==> src/sv/esc_pkg.sv <==
// Types, constants and register codes of the sensor compensation block.
`default_nettype none
package esc_pkg;

  localparam int unsigned RegCount = 6;
  localparam int unsigned AddrW    = 6;
  localparam int unsigned DataW    = 64;
  localparam int unsigned DivW     = 64;

  // divider: one operand stage, one stage per quotient bit, one sign stage
  localparam int unsigned DivLatency    = DivW + 2;
  localparam int unsigned DivInStage    = 12;
  localparam int unsigned FinalStage    = DivInStage + DivLatency + 6;
  // clock edges from the accepting edge to the edge that takes the result
  localparam int unsigned ResultLatency = FinalStage + 2;

  localparam logic [16:0] HumQ10Max = 17'd102400;

  typedef enum logic [2:0] {
    REG_TEMP    = 3'd0,
    REG_PRESS_A = 3'd1,
    REG_PRESS_B = 3'd2,
    REG_PRESS_C = 3'd3,
    REG_HUM_A   = 3'd4,
    REG_HUM_B   = 3'd5
  } reg_idx_e;

  typedef struct packed {
    logic [19:0] raw_temperature;
    logic [19:0] raw_pressure;
    logic [15:0] raw_humidity;
  } sample_t;

  typedef struct packed {
    logic signed [31:0] temperature_centi;
    logic [31:0]        pressure_pa;
    logic [16:0]        humidity_q10;
    logic               pressure_invalid;
  } result_t;

  // raw coefficient bits; sign is applied where they are used
  typedef struct packed {
    logic [15:0] t1;
    logic [15:0] t2;
    logic [15:0] t3;
    logic [15:0] p1;
    logic [15:0] p2;
    logic [15:0] p3;
    logic [15:0] p4;
    logic [15:0] p5;
    logic [15:0] p6;
    logic [15:0] p7;
    logic [15:0] p8;
    logic [15:0] p9;
    logic [7:0]  h1;
    logic [15:0] h2;
    logic [15:0] h3;
    logic [15:0] h4;
    logic [15:0] h5;
    logic [15:0] h6;
  } coeff_t;

endpackage
`default_nettype wire

==> src/sv/esc_delay.sv <==
// Fixed-length register delay line for pipeline alignment.
`default_nettype none
module esc_delay #(
  parameter int unsigned Width = esc_pkg::DataW,
  parameter int unsigned Depth = 1
) (
  input  logic             clk_i,
  input  logic [Width-1:0] d_i,
  output logic [Width-1:0] q_o
);

  logic [Width-1:0] line_q [Depth];

  always_ff @(posedge clk_i) begin
    line_q[0] <= d_i;
    for (int i = 1; i < Depth; i++) begin
      line_q[i] <= line_q[i-1];
    end
  end

  assign q_o = line_q[Depth-1];

endmodule
`default_nettype wire

==> config.mk <==
export PLATFORM = sky130hd
export DESIGN_NAME = esc_delay
export DESIGN_NICKNAME = d
export VERILOG_FILES = /design/src/sv/esc_pkg.sv /design/src/sv/esc_delay.sv
export SDC_FILE = /design/constraint.sdc
export NUM_CORES = 1
export LEC_CHECK = 0
export BUFFER_PORTS_ARGS = -buffer_cell sky130_fd_sc_hd__clkbuf_2
export CAP_MARGIN = 20
export CORE_MARGIN = 1
export CORE_UTILIZATION = 36
export DETAILED_ROUTE_END_ITERATION = 7
export GPL_ROUTABILITY_DRIVEN = 0
export PLACE_DENSITY = 0.81
export SLEW_MARGIN = 15
export SYNTH_ARGS = -nofsm -noshare
export SYNTH_HDL_FRONTEND = slang
export SYNTH_SLANG_ARGS = --single-unit
==> constraint.sdc <==
create_clock -name clk_i -period 1.36 [get_ports clk_i]
set_clock_uncertainty 0.1 [all_clocks]
set_input_delay 0.272 -clock clk_i [delete_from_list [all_inputs] [get_ports clk_i]]
set_output_delay 0.272 -clock clk_i [all_outputs]
set_load 0.02 [all_outputs]
==> run metrics <==
Synth cell types=1; dpl cell area=1979 um^2; area of the multi-input gates=0 um^2; Post-CTS Hold Fix Bufs=64; ys flop type=dfxtp_1; Post-synth ARST share=0; area growth from synthesis to layout=115.6%; top cells by area, synth=dfxtp_1 100%; Relative slew margins=0.8992; clk slew on worst S/H paths=100 ps; M3 GR Usage=0.09874; clk sink count=64; Net Count, Synth=129; cell breakdown of the critical path=clkbuf_2; Yosys reg bits=64; clk buf depth=2; post-route cell area=2763 um^2; Vias/cell=4.009; CP bufs+invs=1; total I/O pin count=129; Rows=21; Crit path largest cell delay=360 ps; Max FO, Critical Path=1; Tcrit/Tclk final=0.9475; PwrDens=1351 nW/um^2; Die X=61.66 um; CP arrival=920 ps; initial antenna violation count=0; most frequent cell after synthesis=dfxtp_1; Total GRT Usage=0.2361; met1 Use GR=0.1933; Worst path top cell family by delay=flip-flops; multi-input gates=0; Avg WL per Cell=13.14 um; Fmax achieved=0.7760 GHz; PortBufs=128; P_leak=0.001419 uW; worst min path class=input port to flip-flop; GR Overflow Total=0; Die Y=61.66 um; DRC Markers=0; n_diodes=0; fraction of layout cells with a size suffix above 1=0.5221; CP Capture Type=primary output; fillers=207; first-pass GRT wire length=5934 um; Gate Count Post-Synth=64; Starting Density=0.3810; Post-synth EDFFs=0; drt initial violations=43; vias in the first global route=1,341; GRT busiest layer=met2; Slew Viols, Final=0; Ys Warns=0; Top reg by flops=line_q; largest net degree at the start of global routing=11; Final setup violation count=0; Crit-path slowest cell=dfxtp_1; Routed WL=4180 um; CP Data Required Time=990 ps; RSZ-0062 raised after global routing=false; Setup Buffers After CTS=0; clk root buf=clkbuf_4; HP Start=d_i[8]; H-tree depth=3; Hold Path Stages=2; number of routed nets with antenna violations=0; max cap viols=0; CTS tree=yes; Post-Syn Area=1281 um^2; max FFs per register=64; top-area cell type share of the netlist area=1.000; startpoint types=flip-flop; # resized after CTS=0; Placed Instances=238; CORE AREA=3363 um^2; endpoints failing hold=0; Regs by FF count=line_q: 64 flops; CP Class=flip-flop to primary output; Final Critical Period=1289 ps; Post-Layout Cell Count=318; status=finished, final reports clean; sequential share of the synthesized area=1.000; Seq. cell area=1281 um^2; DIE AREA=3801 um^2; syn avg cell area=20.02 um^2; total negative slack=0 ps; met2 Usage GRT=0.4439; worst-margin pin slew=151.9 ps; vias=1,275; Post-synth top cells=64 x dfxtp_1; First-pass DRT Iterations=4; Max VDD drop=0.8834 mV; Hold EP=line_q[0][8]; area leader, netlist=dfxtp_1; Layout Nets=332; TritonCTS Buffers=9
==> power breakdown <==
part           leakage [uW]  internal [uW]  total, uW  switching, uW
clock network     0.0000801            658       1260            600
registers          0.000540           1970       2000           29.6
logic              0.000799            247        470            223
total               0.00142           2880       3730            853
==> final cells by class <==
type,instances,share of cell area
clock buffers,13,0.03714
clock inverters,3,0.01449
flip-flops and latches,64,0.4638
well taps,46,0.02083
repair buffers,192,0.4638
==> worst max-delay path by stage <==
stage	startpoint	endpoint	slack, ps	depth (start not counted)
2_1_floorplan	line_q[0][0]	q_o[0]	590	0
3_3_place_gp	line_q[0][41]	q_o[41]	520	1
3_5_place_dp	line_q[0][31]	q_o[31]	520	1
4_1_cts	line_q[0][31]	q_o[31]	70	1
5_1_grt	line_q[0][31]	q_o[31]	20	1
6_report	line_q[0][60]	q_o[60]	70	1
==> logic make-up (layout without fill, tap and decap cells) <==
kind of cell | Yosys count | after routing | synth area share
buffers and inverters | 0 | 208 | 0
flip-flops | 64 | 64 | 1.000
==> cell usage in the layout, fill, tap and decap left out <==
master | netlist | final
clkbuf_2 | 0 | 128
clkbuf_8 | 0 | 2
dlygate4sd3_1 | 0 | 64
clkbuf_1 | 0 | 2
dfxtp_1 | 64 | 64
clkinv_2 | 0 | 2
clkbuf_4 | 0 | 9
bufinv_16 | 0 | 1
==> per-layer routing <==
layer / share of wire / vias up
li1: - / 603
met1: 0.31 / 577
met2: 0.55 / 81
met3: 0.098 / 14
met4: 0.036 / 0
met5: 0 / -
==> per-stage QoR <==
step,utilization,total power (uW),setup WS [ps],hold WS [ps]
floorplan,-,2174,592.9,199.7
global route,0.8214,3920,18.50,392.1
detailed placement,0.5885,2359,518.2,275.9
finish,0.8214,3732,71.39,419.1
global placement,0.5885,2345,522.9,274.3
CTS,0.8214,3754,72.36,392.1
Power figures use the tool's default switching activity.
