--- src/sv/esc_pkg.sv ---
// Types, constants and register codes of the sensor compensation block.
`default_nettype none
package esc_pkg;

  localparam int unsigned RegCount = 6;
  localparam int unsigned AddrW    = 6;
  localparam int unsigned DataW    = 64;
  localparam int unsigned DivW     = 64;

  // divider: one operand stage, one stage per quotient bit, one sign stage
  localparam int unsigned DivLatency    = DivW + 2;
  localparam int unsigned DivInStage    = 12;
  localparam int unsigned FinalStage    = DivInStage + DivLatency + 6;
  // clock edges from the accepting edge to the edge that takes the result
  localparam int unsigned ResultLatency = FinalStage + 2;

  localparam logic [16:0] HumQ10Max = 17'd102400;

  typedef enum logic [2:0] {
    REG_TEMP    = 3'd0,
    REG_PRESS_A = 3'd1,
    REG_PRESS_B = 3'd2,
    REG_PRESS_C = 3'd3,
    REG_HUM_A   = 3'd4,
    REG_HUM_B   = 3'd5
  } reg_idx_e;

  typedef struct packed {
    logic [19:0] raw_temperature;
    logic [19:0] raw_pressure;
    logic [15:0] raw_humidity;
  } sample_t;

  typedef struct packed {
    logic signed [31:0] temperature_centi;
    logic [31:0]        pressure_pa;
    logic [16:0]        humidity_q10;
    logic               pressure_invalid;
  } result_t;

  // raw coefficient bits; sign is applied where they are used
  typedef struct packed {
    logic [15:0] t1;
    logic [15:0] t2;
    logic [15:0] t3;
    logic [15:0] p1;
    logic [15:0] p2;
    logic [15:0] p3;
    logic [15:0] p4;
    logic [15:0] p5;
    logic [15:0] p6;
    logic [15:0] p7;
    logic [15:0] p8;
    logic [15:0] p9;
    logic [7:0]  h1;
    logic [15:0] h2;
    logic [15:0] h3;
    logic [15:0] h4;
    logic [15:0] h5;
    logic [15:0] h6;
  } coeff_t;

endpackage
`default_nettype wire

--- src/sv/esc_apb_regs.sv ---
// APB register file holding the calibration coefficients.
`default_nettype none
module esc_apb_regs (
  input  logic                      clk_i,
  input  logic                      rst_ni,
  input  logic                      psel,
  input  logic                      penable,
  input  logic                      pwrite,
  input  logic [esc_pkg::AddrW-1:0] paddr,
  input  logic [esc_pkg::DataW-1:0] pwdata,
  output logic [esc_pkg::DataW-1:0] prdata,
  output esc_pkg::coeff_t           coeff_o
);

  logic [47:0]       regs_q [esc_pkg::RegCount];
  esc_pkg::reg_idx_e idx;
  logic              wr_en;

  assign idx   = esc_pkg::reg_idx_e'(paddr[esc_pkg::AddrW-1:3]);
  assign wr_en = psel & penable & pwrite;

  always_ff @(posedge clk_i or negedge rst_ni) begin
    if (!rst_ni) begin
      for (int i = 0; i < esc_pkg::RegCount; i++) begin
        regs_q[i] <= '0;
      end
    end else if (wr_en) begin
      unique case (idx)
        esc_pkg::REG_TEMP:    regs_q[esc_pkg::REG_TEMP]    <= pwdata[47:0];
        esc_pkg::REG_PRESS_A: regs_q[esc_pkg::REG_PRESS_A] <= pwdata[47:0];
        esc_pkg::REG_PRESS_B: regs_q[esc_pkg::REG_PRESS_B] <= pwdata[47:0];
        esc_pkg::REG_PRESS_C: regs_q[esc_pkg::REG_PRESS_C] <= pwdata[47:0];
        esc_pkg::REG_HUM_A:   regs_q[esc_pkg::REG_HUM_A]   <= {8'b0, pwdata[39:0]};
        esc_pkg::REG_HUM_B:   regs_q[esc_pkg::REG_HUM_B]   <= pwdata[47:0];
        default: ;
      endcase
    end
  end

  always_comb begin
    unique case (idx)
      esc_pkg::REG_TEMP:    prdata = {16'b0, regs_q[esc_pkg::REG_TEMP]};
      esc_pkg::REG_PRESS_A: prdata = {16'b0, regs_q[esc_pkg::REG_PRESS_A]};
      esc_pkg::REG_PRESS_B: prdata = {16'b0, regs_q[esc_pkg::REG_PRESS_B]};
      esc_pkg::REG_PRESS_C: prdata = {16'b0, regs_q[esc_pkg::REG_PRESS_C]};
      esc_pkg::REG_HUM_A:   prdata = {16'b0, regs_q[esc_pkg::REG_HUM_A]};
      esc_pkg::REG_HUM_B:   prdata = {16'b0, regs_q[esc_pkg::REG_HUM_B]};
      default:              prdata = '0;
    endcase
  end

  assign coeff_o.t1 = regs_q[esc_pkg::REG_TEMP][15:0];
  assign coeff_o.t2 = regs_q[esc_pkg::REG_TEMP][31:16];
  assign coeff_o.t3 = regs_q[esc_pkg::REG_TEMP][47:32];
  assign coeff_o.p1 = regs_q[esc_pkg::REG_PRESS_A][15:0];
  assign coeff_o.p2 = regs_q[esc_pkg::REG_PRESS_A][31:16];
  assign coeff_o.p3 = regs_q[esc_pkg::REG_PRESS_A][47:32];
  assign coeff_o.p4 = regs_q[esc_pkg::REG_PRESS_B][15:0];
  assign coeff_o.p5 = regs_q[esc_pkg::REG_PRESS_B][31:16];
  assign coeff_o.p6 = regs_q[esc_pkg::REG_PRESS_B][47:32];
  assign coeff_o.p7 = regs_q[esc_pkg::REG_PRESS_C][15:0];
  assign coeff_o.p8 = regs_q[esc_pkg::REG_PRESS_C][31:16];
  assign coeff_o.p9 = regs_q[esc_pkg::REG_PRESS_C][47:32];
  assign coeff_o.h1 = regs_q[esc_pkg::REG_HUM_A][7:0];
  assign coeff_o.h2 = regs_q[esc_pkg::REG_HUM_A][23:8];
  assign coeff_o.h3 = regs_q[esc_pkg::REG_HUM_A][39:24];
  assign coeff_o.h4 = regs_q[esc_pkg::REG_HUM_B][15:0];
  assign coeff_o.h5 = regs_q[esc_pkg::REG_HUM_B][31:16];
  assign coeff_o.h6 = regs_q[esc_pkg::REG_HUM_B][47:32];

endmodule
`default_nettype wire

--- config.mk ---
export PLATFORM = sky130hd
export DESIGN_NAME = esc_apb_regs
export DESIGN_NICKNAME = d
export VERILOG_FILES = /design/src/sv/esc_pkg.sv /design/src/sv/esc_apb_regs.sv
export SDC_FILE = /design/constraint.sdc
export NUM_CORES = 1
export LEC_CHECK = 0
export BUFFER_PORTS_ARGS = -buffer_cell sky130_fd_sc_hd__buf_2
export CORE_ASPECT_RATIO = 1.1
export CORE_MARGIN = 3
export CORE_UTILIZATION = 30
export CTS_BUF_LIST = sky130_fd_sc_hd__clkbuf_8
export DETAILED_ROUTE_END_ITERATION = 8
export PLACE_DENSITY = 0.53
export SLEW_MARGIN = 15
export SYNTH_ARGS = -nofsm -noshare
export SYNTH_HDL_FRONTEND = slang
export SYNTH_SLANG_ARGS = --single-unit
--- constraint.sdc ---
create_clock -name clk_i -period 2 [get_ports clk_i]
set_input_delay 0.2 -clock clk_i [delete_from_list [all_inputs] [get_ports clk_i]]
set_output_delay 0.2 -clock clk_i [all_outputs]
set_load 0.03 [all_outputs]
==> results <==
- The number of DRC markers after the initial detailed-route iteration is 485.
- The number of standard-cell rows in the floorplan is 79.
- The count of buffers from port buffering is approximately 380.
- The ratio of cells with drive above 1 in the final layout is 0.608.
- The floorplan die area is 45,700 µm².
- The required time of the worst setup path is 1.80 ns.
- Of all nets on the critical path, the largest fanout is 2.
- Buffers inserted during clock tree synthesis total 50.
- Yosys mapped the design onto 38 distinct sky130hd cell types.
- The register with the most flip-flops in the layout has 280 of them.
- After detailed routing, the total wire length is roughly 47 mm.
- Summing all multi-input logic gate instances after layout gives 5690 µm².
- The worst IR drop on VDD is 0.000591 V.
- The congestion estimate from routability-driven global placement came to about 0.78.
- Clock-pin slew was measured on the worst setup and hold paths at 0.06 ns.
- The max-slew violation count was 0.
- The via count of the first global-routing pass came to 10,400.
- Yosys mapped a number of flops with a built-in enable equal to 0.
- STA puts the critical path data arrival time at about 1.8 ns.
- For this run the aggregate overflow at the end of global routing stands at 0.
- The final-report setup violation count is 1.
- The overall fraction of global-route tracks in use is 0.200.
- The buffer levels on the longest clock path is 3.
- The area added between synthesis and finish is 40.7%.
- In the global route stage, met1 resource usage came out at 0.253.
- The die is 224 µm tall.
- TritonCTS built the clock tree.
- The share of the cycle needed by the critical path after routing is 1.00.
- The power density relative to cell area is around 1100 nW/µm².
- After detailed routing, the number of vias per cell comes to 4.88.
- The number of fill cells is 4,093.
- The number of antenna-violating nets in the routed design is 0.
- For this run, global-route usage on met2 was measured as 0.335.
- The cell count after synthesis is 936.
- For the worst-skew pair, the clock arrives at the later sink with an insertion delay of 0.62 ns.
- In this run the mean area of a mapped cell was 13.8 µm².
- The H-tree was split into 2 levels.
- Of all flip-flops after synthesis, the portion carrying an async set or reset was 1.00.
- The initial antenna violation count is 2.
- The remaining routing DRC violations is 0.
- After layout, the minimum clock period comes to 2.00 ns.
- The first TritonRoute pass finished after 4 iterations.
- For the final database, setup skew stands at 0 ns.
- The max-cap violation count is 0.
- The clock root buffer master is clkbuf_8.
- In this run the worst hold path is classified as in2async.
- STA classifies the critical path endpoint as an output port.
- Setup repair after global routing could not meet its margin everywhere.
- The sequential cells in the finished layout cover a total of 7010 µm².
- The post-route total power is 0.0204 W.
- The final reports fail on setup timing.
- The flow ran to the end, but the final reports show violations.
- For this block, the via count after detailed routing is 10,100.
- The pin count of the biggest net entering global routing is 57.
- For this run, the register share of the synthesized area comes to 0.541.
- The number of flip-flops and latches in the synthesized netlist is 280.
- Across all setup checks in the final design, the least slack found is -0.00244 ns.
- The highest clock frequency the design can meet is 499 MHz.
- The critical path in this run is classified as reg2out.
- Summed over all cells, the static leakage comes to 9.11 nW.
- The Yosys step of the flow raised 0 warnings.
- The starting density of the core is 0.305.
- The die is 204 µm wide.
- The layer carrying the most global-route usage is met2.
- The detailed placement HPWL is 31.4 mm.
- The clock drives 280 sinks.
- Dividing the detail-routed wire length by the instance count gives roughly 23 µm.
- The worst setup path is launched from a flop.
- The actual transition at the worst max-transition pin is 0.523 ns.
- The worst setup timing slack at the placement stage is 0.106 ns.
- The placeable core region is 42,500 µm².
- The final hold violation count is 0.
- The net count of the finished layout is around 1,500.
- Measured against its own limit, the worst slew margin works out to 0.651.
- The first-pass GRT wire length is 69.0 mm.
- The most used flip-flop cell after synthesis is dfrtp_1.
- The synthesized netlist occupies a cell area of between 10,000 and 15,000 µm².
- In the global route stage, met3 resource usage came out at 0.0554.
- Pin placement for this block handled 419 I/O pins.
stage by stage:
step	utilization	instances	instance area [µm²]	hold slack [ns]	setup TNS (ns)
5_1_grt	0.429	2072	18200	0.0936	-0.582
2_1_floorplan	-	951	13000	-0.0956	0
6_report	0.429	2072	18200	0.0946	-0.00244
4_1_cts	0.421	2045	17900	0.0600	-0.206
3_5_place_dp	0.373	1869	15900	0.162	0
3_3_place_gp	0.373	1869	15900	0.162	0
layout make-up:
| cell class | instances | share of cell area |
|---|---|---|
| sequential | 280 | 0.385 |
| multi-input combinational | 583 | 0.312 |
| timing repair buffer | 550 | 0.205 |
| clock buffer | 72 | 0.0544 |
| tap | 567 | 0.0389 |
| clock inverter | 17 | 0.00398 |
| inverter | 2 | 0.000412 |
| antenna | 1 | 0.000137 |
where the power goes:
part	leakage (nW)	total, W	switching [W]	internal, W
Combinational	4.93	0.00710	0.00443	0.00266
Clock	0.598	0.00566	0.00250	0.00316
Sequential	3.58	0.00765	0.000867	0.00678
synthesized netlist by cell type, types with 3 or more instances:
cell type / instances / share of area
mux2_2: 295 / 0.26
dfrtp_1: 280 / 0.54
mux2i_1: 79 / 0.061
buf_2: 37 / 0.014
buf_4: 27 / 0.016
nor2_1: 26 / 0.0075
a21oi_1: 23 / 0.0089
a211oi_1: 17 / 0.0099
a311o_1: 17 / 0.013
clkbuf_1: 14 / 0.0041
nand2_1: 13 / 0.0038
o21ai_0: 11 / 0.0043
mux2_1: 10 / 0.0087
nand3_1: 10 / 0.0039
a221oi_1: 6 / 0.0041
a31oi_1: 6 / 0.0029
o221ai_1: 6 / 0.0041
o22a_1: 6 / 0.0041
a22oi_1: 5 / 0.0029
buf_6: 5 / 0.0043
o22ai_1: 5 / 0.0024
a21o_1: 4 / 0.0023
and3b_1: 4 / 0.0027
nor3_1: 4 / 0.0015
o2bb2ai_1: 4 / 0.0027
a221o_1: 3 / 0.0023
buf_1: 3 / 0.00087
nor2b_1: 3 / 0.0014
path summary, 6_finish.rpt:
check | startpoint | endpoint | slack (ns) | cells past startpoint
setup / recovery | coeff_o[17] | prdata[17] | -0.002 | 4
hold / removal | rst_ni | coeff_o[215] | 0.09 | 2
setup reg to reg | coeff_o[261] | coeff_o[261] | 1.00 | 3
hold reg to reg | coeff_o[142] | coeff_o[142] | 0.52 | 1
max in group asynchronous | rst_ni | coeff_o[135] | 1.21 | 3
min in group clk_i | psel | coeff_o[66] | 0.34 | 5
cell families after synthesis:
kind of cell	share of synthesized area
AO/OA/AOI/OAI	0.0645
buffers and inverters	0.0398
flip-flops	0.541
multiplexers	0.326
other	0.000290
AND/OR/NAND/NOR	0.0278
worst max-delay path, stage by stage, from the launching register on:
cell	delay, ns
dfrtp_1	0.38
mux2i_1	0.20
a211oi_1	0.10
a311o_1	0.34
buf_6	0.16
layout by cell type, fill, tap and decap left out, types with 9 or more instances in the layout:
cell           Yosys  layout
buf_2             37     344
mux2_2           295     292
dfrtp_1          280     280
buf_4             27     115
mux2i_1           79      78
clkbuf_8           0      72
dlygate4sd3_1      0      49
nor2_1            26      21
buf_12             0      21
buf_6              5      20
a311o_1           17      17
a211oi_1          17      16
conb_1             1      16
a21oi_1           23      14
nand2_1           13      13
nand3_1           10      10
mux2_1            10      10
inv_1              1      10
o21ai_0           11       9
a21oi_2            0       9
repair_timing:
item                                    4_1_cts  5_1_grt
cloned                                        0        0
buffers inserted                             38       26
resized for setup                            53       41
pin swaps                                     7       20
hold buffers                                 49        0
endpoints found under the hold margin       560        0
endpoints found under the setup margin       28       33
routing by layer:
layer,vias up,share of wire
li1,4501,-
met1,5210,0.42
met2,338,0.49
met3,66,0.070
met4,2,0.021
met5,-,0.00028
No activity file was read; power rests on OpenSTA's default activity.
